$ cat src/hdl/gdw_pkg.sv
// Shared types and constants for the Gregorian weekday block.
// Used by every module under hdl; depends on nothing.
package gdw_pkg;

    localparam logic [1:0] STATUS_OK        = 2'd0;
    localparam logic [1:0] STATUS_BAD_MONTH = 2'd1;
    localparam logic [1:0] STATUS_BAD_DAY   = 2'd2;

    localparam logic [15:0] YEAR_BIAS = 16'd400;

    // floor(x / 100) = (x * DIV100_MUL) >> DIV100_SHIFT for x below 2**17
    localparam int          DIV100_SHIFT = 24;
    localparam logic [17:0] DIV100_MUL   = 18'd167773;

    typedef struct packed {
        logic [15:0] year;
        logic [3:0]  month;
        logic [5:0]  day_of_month;
    } date_t;

    typedef struct packed {
        logic [2:0] weekday;
        logic [1:0] status;
    } result_t;

    // Classified transaction passed from the front end to the back end.
    typedef struct packed {
        logic [1:0]  status;
        logic [16:0] span;
        logic [5:0]  base;
    } work_t;

endpackage

$ cat src/hdl/gregorian_weekday_with_check.sv
// Gregorian weekday with date check: top level.
// Path: a date is queued, then held in the three back-end stages p, s and o.
// Throughput: one transaction per cycle unless an unpopped result stalls it.
// Reset: rst_n clears the queue and pipeline valid bits; no results pending.
// Depends on gdw_pkg, gdw_front, gdw_queue, gdw_back.
module gregorian_weekday_with_check #(
    parameter int QUEUE_DEPTH = 4
) (
    input  logic             clk,
    input  logic             rst_n,
    input  logic             push,
    output logic             full,
    input  gdw_pkg::date_t   date,
    output logic             empty,
    input  logic             pop,
    output gdw_pkg::result_t result
);
    import gdw_pkg::*;

    work_t front_work;
    work_t queue_work;
    logic  queue_valid;
    logic  back_take;

    gdw_front u_front (
        .date (date),
        .work (front_work)
    );

    gdw_queue #(
        .DEPTH (QUEUE_DEPTH)
    ) u_queue (
        .clk     (clk),
        .rst_n   (rst_n),
        .wr_en   (push),
        .wr_data (front_work),
        .full    (full),
        .rd_en   (back_take),
        .rd_data (queue_work),
        .valid   (queue_valid)
    );

    gdw_back u_back (
        .clk        (clk),
        .rst_n      (rst_n),
        .work_valid (queue_valid),
        .work       (queue_work),
        .take       (back_take),
        .result     (result),
        .empty      (empty),
        .pop        (pop)
    );

endmodule

$ cat src/hdl/gdw_front.sv
// Front end: checks month and day and prepares the day-count terms.
// Depends on gdw_pkg.
module gdw_front (
    input  gdw_pkg::date_t date,
    output gdw_pkg::work_t work
);
    import gdw_pkg::*;

    logic [15:0] year_m1;
    logic [33:0] prod_a;
    logic [33:0] prod_b;
    logic [9:0]  cent_a;
    logic [9:0]  cent_b;
    logic        div100;
    logic        div400;
    logic        leap;
    logic [5:0]  limit;
    logic [2:0]  offset;
    logic        early;

    assign year_m1 = date.year - 16'd1;
    assign prod_a  = {18'd0, date.year} * {16'd0, DIV100_MUL};
    assign prod_b  = {18'd0, year_m1} * {16'd0, DIV100_MUL};
    assign cent_a  = prod_a[33:DIV100_SHIFT];
    assign cent_b  = prod_b[33:DIV100_SHIFT];

    // A century boundary lies between year - 1 and year exactly when year % 100 == 0.
    assign div100 = (date.year == 16'd0) || (cent_a != cent_b);
    assign div400 = div100 && (cent_a[1:0] == 2'b00);
    assign leap   = ((date.year[1:0] == 2'b00) && !div100) || div400;

    always_comb
    begin
        case (date.month)
            4'd1, 4'd3, 4'd5, 4'd7, 4'd8, 4'd10, 4'd12: limit = 6'd31;
            4'd4, 4'd6, 4'd9, 4'd11:                  limit = 6'd30;
            4'd2:                                      limit = leap ? 6'd29 : 6'd28;
            default:                                   limit = 6'd0;
        endcase
    end

    always_comb
    begin
        case (date.month)
            4'd2:    offset = 3'd3;
            4'd3:    offset = 3'd2;
            4'd4:    offset = 3'd5;
            4'd6:    offset = 3'd3;
            4'd7:    offset = 3'd5;
            4'd8:    offset = 3'd1;
            4'd9:    offset = 3'd4;
            4'd10:   offset = 3'd6;
            4'd11:   offset = 3'd2;
            4'd12:   offset = 3'd4;
            default: offset = 3'd0;
        endcase
    end

    assign early = (date.month < 4'd3);

    always_comb
    begin
        if (!(date.month inside {[4'd1:4'd12]}))
        begin
            work.status = STATUS_BAD_MONTH;
        end
        else if ((date.day_of_month == 6'd0) || (date.day_of_month > limit))
        begin
            work.status = STATUS_BAD_DAY;
        end
        else
        begin
            work.status = STATUS_OK;
        end
        work.span = {1'b0, date.year} + {1'b0, YEAR_BIAS} - {16'd0, early};
        work.base = {3'd0, offset} + date.day_of_month;
    end

endmodule

$ cat src/hdl/gdw_queue.sv
// Short queue between the front end and the back end.
// Depends on gdw_pkg.
module gdw_queue #(
    parameter int DEPTH = 4
) (
    input  logic           clk,
    input  logic           rst_n,
    input  logic           wr_en,
    input  gdw_pkg::work_t wr_data,
    output logic           full,
    input  logic           rd_en,
    output gdw_pkg::work_t rd_data,
    output logic           valid
);
    import gdw_pkg::*;

    localparam int PTR_W = (DEPTH > 1) ? $clog2(DEPTH) : 1;
    localparam int CNT_W = $clog2(DEPTH + 1);

    work_t            slot_reg [DEPTH];
    logic [PTR_W-1:0] wr_ptr_reg;
    logic [PTR_W-1:0] wr_ptr_next;
    logic [PTR_W-1:0] rd_ptr_reg;
    logic [PTR_W-1:0] rd_ptr_next;
    logic [CNT_W-1:0] count_reg;
    logic [CNT_W-1:0] count_next;
    logic             do_wr;
    logic             do_rd;

    assign full    = (count_reg == CNT_W'(DEPTH));
    assign valid   = (count_reg != '0);
    assign do_wr   = wr_en && !full;
    assign do_rd   = rd_en && valid;
    assign rd_data = slot_reg[rd_ptr_reg];

    always_comb
    begin
        wr_ptr_next = wr_ptr_reg;
        rd_ptr_next = rd_ptr_reg;
        count_next  = count_reg;
        if (do_wr)
        begin
            wr_ptr_next = (wr_ptr_reg == PTR_W'(DEPTH - 1)) ? '0 : wr_ptr_reg + 1'b1;
        end
        if (do_rd)
        begin
            rd_ptr_next = (rd_ptr_reg == PTR_W'(DEPTH - 1)) ? '0 : rd_ptr_reg + 1'b1;
        end
        if (do_wr && !do_rd)
        begin
            count_next = count_reg + 1'b1;
        end
        else if (do_rd && !do_wr)
        begin
            count_next = count_reg - 1'b1;
        end
    end

    always_ff @(posedge clk or negedge rst_n)
    begin
        if (!rst_n)
        begin
            wr_ptr_reg <= '0;
            rd_ptr_reg <= '0;
            count_reg  <= '0;
        end
        else
        begin
            wr_ptr_reg <= wr_ptr_next;
            rd_ptr_reg <= rd_ptr_next;
            count_reg  <= count_next;
        end
    end

    always_ff @(posedge clk)
    begin
        if (do_wr)
        begin
            slot_reg[wr_ptr_reg] <= wr_data;
        end
    end

endmodule

$ cat src/hdl/gdw_back.sv
// Back end: day count and modulo-7 reduction in three pipeline stages.
// Depends on gdw_pkg.
module gdw_back (
    input  logic             clk,
    input  logic             rst_n,
    input  logic             work_valid,
    input  gdw_pkg::work_t   work,
    output logic             take,
    output gdw_pkg::result_t result,
    output logic             empty,
    input  logic             pop
);
    import gdw_pkg::*;

    logic        p_valid_reg;
    logic [1:0]  p_status_reg;
    logic [16:0] p_span_reg;
    logic [5:0]  p_base_reg;
    logic [10:0] p_cent_reg;
    logic [8:0]  p_quad_reg;

    logic        s_valid_reg;
    logic [1:0]  s_status_reg;
    logic [16:0] s_sum_reg;

    logic        o_valid_reg;
    result_t     o_result_reg;

    logic        o_adv;
    logic        s_adv;
    logic        p_adv;
    logic [34:0] cent_prod;
    logic [32:0] quad_prod;
    logic [16:0] sum_next;
    logic [5:0]  fold1;
    logic [3:0]  fold2;
    logic [2:0]  mod7;

    assign o_adv = !o_valid_reg || pop;
    assign s_adv = !s_valid_reg || o_adv;
    assign p_adv = !p_valid_reg || s_adv;
    assign take  = work_valid && p_adv;

    assign empty  = !o_valid_reg;
    assign result = o_result_reg;

    assign cent_prod = {18'd0, work.span} * {17'd0, DIV100_MUL};
    assign quad_prod = {18'd0, work.span[16:2]} * {15'd0, DIV100_MUL};

    assign sum_next = p_span_reg + {2'd0, p_span_reg[16:2]} + {8'd0, p_quad_reg}
                    + {11'd0, p_base_reg} - {6'd0, p_cent_reg};

    // Reduce modulo 7 by summing octal digits, since 8 is 1 modulo 7.
    assign fold1 = {3'd0, s_sum_reg[2:0]} + {3'd0, s_sum_reg[5:3]} + {3'd0, s_sum_reg[8:6]}
                 + {3'd0, s_sum_reg[11:9]} + {3'd0, s_sum_reg[14:12]}
                 + {4'd0, s_sum_reg[16:15]};
    assign fold2 = {1'b0, fold1[2:0]} + {1'b0, fold1[5:3]};
    assign mod7  = (fold2 >= 4'd7) ? 3'(fold2 - 4'd7) : fold2[2:0];

    always_ff @(posedge clk or negedge rst_n)
    begin
        if (!rst_n)
        begin
            p_valid_reg <= 1'b0;
            s_valid_reg <= 1'b0;
            o_valid_reg <= 1'b0;
        end
        else
        begin
            if (p_adv)
            begin
                p_valid_reg <= work_valid;
            end
            if (s_adv)
            begin
                s_valid_reg <= p_valid_reg;
            end
            if (o_adv)
            begin
                o_valid_reg <= s_valid_reg;
            end
        end
    end

    always_ff @(posedge clk)
    begin
        if (take)
        begin
            p_status_reg <= work.status;
            p_span_reg   <= work.span;
            p_base_reg   <= work.base;
            p_cent_reg   <= cent_prod[34:DIV100_SHIFT];
            p_quad_reg   <= quad_prod[32:DIV100_SHIFT];
        end
        if (s_adv && p_valid_reg)
        begin
            s_status_reg <= p_status_reg;
            s_sum_reg    <= sum_next;
        end
        if (o_adv && s_valid_reg)
        begin
            o_result_reg.status  <= s_status_reg;
            o_result_reg.weekday <= (s_status_reg == STATUS_OK) ? mod7 : 3'd0;
        end
    end

endmodule
$ cat config.mk
export PLATFORM = sky130hd
export DESIGN_NAME = gregorian_weekday_with_check
export DESIGN_NICKNAME = d
export VERILOG_FILES = /design/src/hdl/gdw_pkg.sv /design/src/hdl/gregorian_weekday_with_check.sv /design/src/hdl/gdw_front.sv /design/src/hdl/gdw_queue.sv /design/src/hdl/gdw_back.sv
export SDC_FILE = /design/constraint.sdc
export NUM_CORES = 1
export LEC_CHECK = 0
export ABC_AREA = 1
export BUFFER_PORTS_ARGS = -buffer_cell sky130_fd_sc_hd__buf_4
export CAP_MARGIN = 0
export CORE_MARGIN = 2
export CORE_UTILIZATION = 50
export DETAILED_ROUTE_END_ITERATION = 7
export GPL_ROUTABILITY_DRIVEN = 0
export PLACE_DENSITY = 0.68
export SYNTH_ARGS = -nofsm -noshare
export SYNTH_HDL_FRONTEND = slang
export SYNTH_SLANG_ARGS = --single-unit
$ cat constraint.sdc
create_clock -name clk -period 5.97 [get_ports clk]
set_input_delay 0.597 -clock clk [delete_from_list [all_inputs] [get_ports clk]]
set_output_delay 0.597 -clock clk [all_outputs]
set_load 0.05 [all_outputs]
==> results of run 1 <==
[synthesized netlist by cell type, types with 6 or more instances]
library cell / n / share of area [%]
nand4_1: 20 / 0.43
nand2_1: 556 / 7.2
a32oi_1: 10 / 0.30
dfrtp_1: 10 / 0.86
o21a_1: 7 / 0.18
xor2_1: 59 / 1.8
o22ai_1: 14 / 0.30
o31ai_1: 8 / 0.21
ha_1: 542 / 23
inv_1: 873 / 11
a21o_1: 10 / 0.26
a31oi_1: 10 / 0.22
o21ai_0: 71 / 1.2
nor2_1: 178 / 2.3
or2_2: 6 / 0.13
nor2_2: 10 / 0.22
o211ai_1: 6 / 0.16
a21oi_1: 133 / 2.3
clkbuf_1: 16 / 0.21
nand3_1: 82 / 1.4
fa_1: 365 / 25
nand2_2: 10 / 0.22
o21ai_1: 8 / 0.14
inv_2: 6 / 0.078
nor3_1: 22 / 0.38
edfxtp_1: 169 / 17
xnor2_1: 22 / 0.66
o21bai_1: 10 / 0.26
[per-stage QoR]
stage          util, %  setup TNS, ns  area, um2
2_1_floorplan        -          -5.15      29500
3_3_place_gp      58.4          -8.25      33600
3_5_place_dp      58.4          -9.32      33600
4_1_cts           60.8          -5.20      35000
5_1_grt           62.6         -11.94      36000
6_report          62.6          -6.37      36000
[critical path, delay by kind of cell]
kind | cells | cell delay, ns
XOR/XNOR | 1 | 0.23
AND/OR/NAND/NOR | 22 | 2.00
buffers and inverters | 10 | 0.88
adder cells (fa/ha/maj) | 8 | 3.08
AO/OA/AOI/OAI | 6 | 0.81
[cells by family after synthesis]
group / Yosys count / share of synthesized area (%)
AND/OR/NAND/NOR: 908 / 13.0
adder cells (fa/ha/maj): 907 / 48.6
buffers and inverters: 896 / 11.6
AO/OA/AOI/OAI: 304 / 6.03
flip-flops: 179 / 18.4
XOR/XNOR: 82 / 2.50
[final cells by class]
| type | count | share of cell area, % |
|---|---|---|
| Multi-Input combinational cell | 2201 | 61.4 |
| Sequential cell | 179 | 14.8 |
| Timing Repair Buffer | 464 | 10.3 |
| Inverter | 879 | 9.23 |
| Tap cell | 765 | 2.66 |
| Clock buffer | 18 | 1.19 |
| Clock inverter | 14 | 0.458 |
[final timing paths]
path	startpoint	end	cells past startpoint
min in group asynchronous	rst_n	u_back.o_valid_reg$_DFFE_PN0P_	2
worst min-delay path	pop	u_back.o_valid_reg$_DFFE_PN0P_	4
max in group asynchronous	rst_n	u_queue.rd_ptr_reg[0]$_DFFE_PN0P_	2
worst min register to register	u_back.p_status_reg[0]$_DFFE_PP_	u_back.s_status_reg[0]$_DFFE_PP_	0
worst max-delay path	date[12]	u_queue.slot_reg[1][24]$_DFFE_PP_	47
worst max register to register	u_queue.rd_ptr_reg[0]$_DFFE_PN0P_	u_back.p_cent_reg[9]$_DFFE_PP_	23
[metal layers]
metal,global-route usage (%),vias up
met5,0,-
met4,9.24,0
met3,1.91,141
met2,46.8,479
met1,32.4,11000
li1,-,11100
[timing repair]
action / CTS / global route
resized for setup: 122 / 235
hold buffers: 1 / 0
pin swaps: 85 / 158
gates cloned: 4 / 0
hold endpoints to repair: 10 / 0
buffers inserted: 23 / 24
endpoints found under the setup margin: 17 / 24
==> impl_metrics.json, run 1 <==
{
  "synth_area_mm2": 0.0290,
  "final_cell_mix": "inv_1, nand2_1, ha_1",
  "place_inst": 4444,
  "crit_required_ns": 6.22,
  "postSynthAreaPerCell_um2": 8.86,
  "fin_ws_ns": -1.40,
  "synth_edf_count": 169,
  "die_area_mm2": 0.0600,
  "cp-end-kind": "flip-flop",
  "final_common_cell": "inv_1",
  "grt_pass1_vias": 23900,
  "synth_nets": 4213,
  "cts.sinks": 179,
  "r2r_setup_slack_ns": -0.18,
  "min_period_over_period_pct": 123,
  "drc_errors": 0,
  "antenna_found_initial": 0,
  "tightestPinTransition_ns": 0.935,
  "synth-main-ff-cell": "edfxtp_1",
  "core_mm2": 0.0576,
  "critPathMaxFanout": 5,
  "synth-seq-area-share_pct": 18.4,
  "ant_nets": 0,
  "synthArstFlopShare_pct": 5.59,
  "start_kind": "input pin",
  "clk_latency_ns": 0.43,
  "yosys_register_bits": 179,
  "start_util_pct": 50.4,
  "crit_path_frequent_cell": "nand2_2",
  "wl_met1_um": 32800,
  "numCtsBuffers": 17,
  "path_clk_slew_ns": 0.07,
  "die_w_um": 245,
  "num_vias": 22800,
  "worst-setup-path-type": "input pin to flip-flop",
  "first_pass_iters": 5,
  "syn_inst": 3276,
  "setup_viol": 16,
  "hp-class": "input pin to flip-flop",
  "layout.cells.non_filler": 4520,
  "grt_max_degree": 50,
  "viasPerCell": 5.05,
  "crit_path_top_delay_cell": "fa_1",
  "cpPeakStageDelay_ns": 0.57,
  "synth.yosys.warnings": 0,
  "finClkSkew_ns": 0.0149,
  "io_pins": 37,
  "cts_tree": "built",
  "largest_register_ff_count": 100,
  "top_layer_used": "met4",
  "drv_slew": 0,
  "dpl.hpwl_um": 64100,
  "track_usage_pct": 25.9,
  "max_cap_viol_count": 0,
  "cts_max_path_buffers": 2,
  "drt_iter0_markers": 1127,
  "register_area_mm2": 0.00533,
  "rsz0062_at_grt": "yes",
  "synth_cell_type_count": 48,
  "route.met2.wl_um": 38300,
  "num-nets-final": 4679,
  "status": "finished, violations left",
  "fin_hold_ws_ns": 0.437,
  "rows": 88,
  "multi_input_area_mm2": 0.0221,
  "drive_gt1_share_pct": 23.3,
  "wirelength_um": 76400,
  "nFillCells": 4651,
  "finalHoldViolations": 0,
  "port_buffers": 36,
  "wl_met3_um": 2450,
  "antenna_cells": 0,
  "fin_crit_ns": 7.37,
  "grt_pass1_wl_um": 121000,
  "slew_headroom_pct": 37.6,
  "cts.htree.levels": 4,
  "layout-area-overhead-vs-synth_pct": 24.2,
  "fp.dieH_um": 245,
  "post_drt_wl_per_cell_um": 16.9,
  "violations": "negative setup slack",
  "grt_overflow": 0,
  "root_buffer": "clkbuf_16",
  "cp.arrival_ns": 7.62,
  "pre_cts_slack_ns": -2.13,
  "max_freq_mhz": 136
}
Power of run 1 is left out: the tool's default activity adds up to more than one toggle a clock period on the data nets, which glitch-free logic cannot reach.
==> run 2, diff against run 1 <==
PLACE_DENSITY = 0.66   (was 0.68)
clock period = 8.25 ns   (was 5.97 ns; I/O delays follow)
==> impl_metrics.json, run 2 (synthesis gave the netlist of run 1 again) <==
{
  "layout-area-overhead-vs-synth_pct": 11.0,
  "finClkSkew_ns": 0.0157,
  "crit_path_frequent_cell": "nand2_1",
  "dpl.hpwl_um": 59500,
  "grt_pass1_vias": 21600,
  "max_cap_viol_count": 0,
  "tightestPinTransition_ns": 0.966,
  "start_util_pct": 50.4,
  "ctsHoldBuffers": 0,
  "crit_path_top_delay_cell": "fa_1",
  "cts_tree": "built",
  "rows": 88,
  "finalHoldViolations": 0,
  "track_usage_pct": 23.9,
  "cp.arrival_ns": 8.09,
  "antenna_cells": 0,
  "die_area_mm2": 0.0600,
  "num_vias": 21100,
  "cpPeakStageDelay_ns": 0.57,
  "num-nets-final": 4395,
  "min_period_over_period_pct": 96.2,
  "status": "finished, final reports clean",
  "drv_slew": 0,
  "fin_crit_ns": 7.94,
  "antenna_found_initial": 0,
  "drt_iter0_markers": 1107,
  "clk_latency_ns": 0.43,
  "largest_register_ff_count": 100,
  "critPathMaxFanout": 5,
  "max_freq_mhz": 126,
  "ant_nets": 0,
  "worst-setup-path-type": "input pin to flip-flop",
  "finish.instance_area_mm2": 0.0322,
  "root_buffer": "clkbuf_16",
  "io_pins": 37,
  "viasPerCell": 4.98,
  "grt_overflow": 0,
  "slew_headroom_pct": 34.9,
  "first_pass_iters": 5,
  "place_inst": 4198,
  "wirelength_um": 68700,
  "cts.sinks": 179,
  "fp.dieH_um": 245,
  "path_clk_slew_ns": 0.07,
  "grt_max_degree": 53,
  "numCtsBuffers": 17,
  "post_drt_wl_per_cell_um": 16.2,
  "final_common_cell": "inv_1",
  "crit_required_ns": 8.40,
  "setup_viol": 0,
  "cts.htree.levels": 4,
  "placed_area_mm2": 0.0312,
  "final_cell_mix": "inv_1, nand2_1, ha_1",
  "grt_pass1_wl_um": 112000,
  "drc_errors": 0,
  "hp-class": "input pin to asynchronous set/reset pin",
  "cts_max_path_buffers": 2,
  "die_w_um": 245,
  "drive_gt1_share_pct": 8.87,
  "layout.cells.non_filler": 4236,
  "core_mm2": 0.0576,
  "port_buffers": 36,
  "start_kind": "input pin",
  "cp-end-kind": "flip-flop"
}
[run 2: area by class of cell]
cell class	instances	area, um2
Fill cell	5199	25400
Tap cell	765	957
Sequential cell	179	5330
Inverter	879	3300
Multi-Input combinational cell	2201	20600
Clock inverter	12	156
Clock buffer	20	457
Timing Repair Buffer	180	1360
[run 2: timing repair]
item,CTS,global route
endpoints found under the hold margin,0,0
gates resized for setup,0,57
endpoints found under the setup margin,0,4
setup buffers,0,6
[run 2: metal layers]
metal | vias up | wire length (um) | share of wire (%) | GRT usage (%)
met4 | 0 | 2100 | 3.1 | 6.89
met1 | 10000 | 30200 | 44 | 31.3
met5 | - | 0 | 0 | 0
met2 | 358 | 34000 | 50 | 42.2
li1 | 10600 | - | - | -
met3 | 99 | 2350 | 3.4 | 2.26
[run 2: final timing paths]
check,from,to,slack (ns),cells past startpoint
max,date[12],u_queue.slot_reg[1][24]$_DFFE_PP_,0.31,45
min,rst_n,u_queue.wr_ptr_reg[1]$_DFFE_PN0P_,0.21,1
max reg2reg,u_queue.rd_ptr_reg[0]$_DFFE_PN0P_,u_back.p_cent_reg[10]$_DFFE_PP_,1.28,21
min reg2reg,u_back.p_status_reg[0]$_DFFE_PP_,u_back.s_status_reg[0]$_DFFE_PP_,0.41,0
max in group asynchronous,rst_n,u_queue.wr_ptr_reg[0]$_DFFE_PN0P_,7.89,1
min in group clk,u_back.p_status_reg[0]$_DFFE_PP_,u_back.s_status_reg[0]$_DFFE_PP_,0.41,0
[run 2: stage by stage]
stage | setup slack, ns | TNS [ns] | util (%) | hold slack [ns]
floorplan | 0.236 | 0 | - | 0.400
global placement | -0.170 | -0.678 | 54.2 | 0.405
detailed placement | -0.257 | -1.03 | 54.2 | 0.405
CTS | 0.179 | 0 | 55.3 | 0.197
global route | -0.169 | -0.675 | 55.9 | 0.198
finish | 0.312 | 0 | 55.9 | 0.205
[run 2: worst max-delay path, delay by kind of cell]
kind,cells,cell delay (ns)
buffers and inverters,9,0.79
AND/OR/NAND/NOR,21,2.04
XOR/XNOR,1,0.34
AO/OA/AOI/OAI,5,0.51
adder cells (fa/ha/maj),9,3.57
Power of run 2 is left out for the same reason.
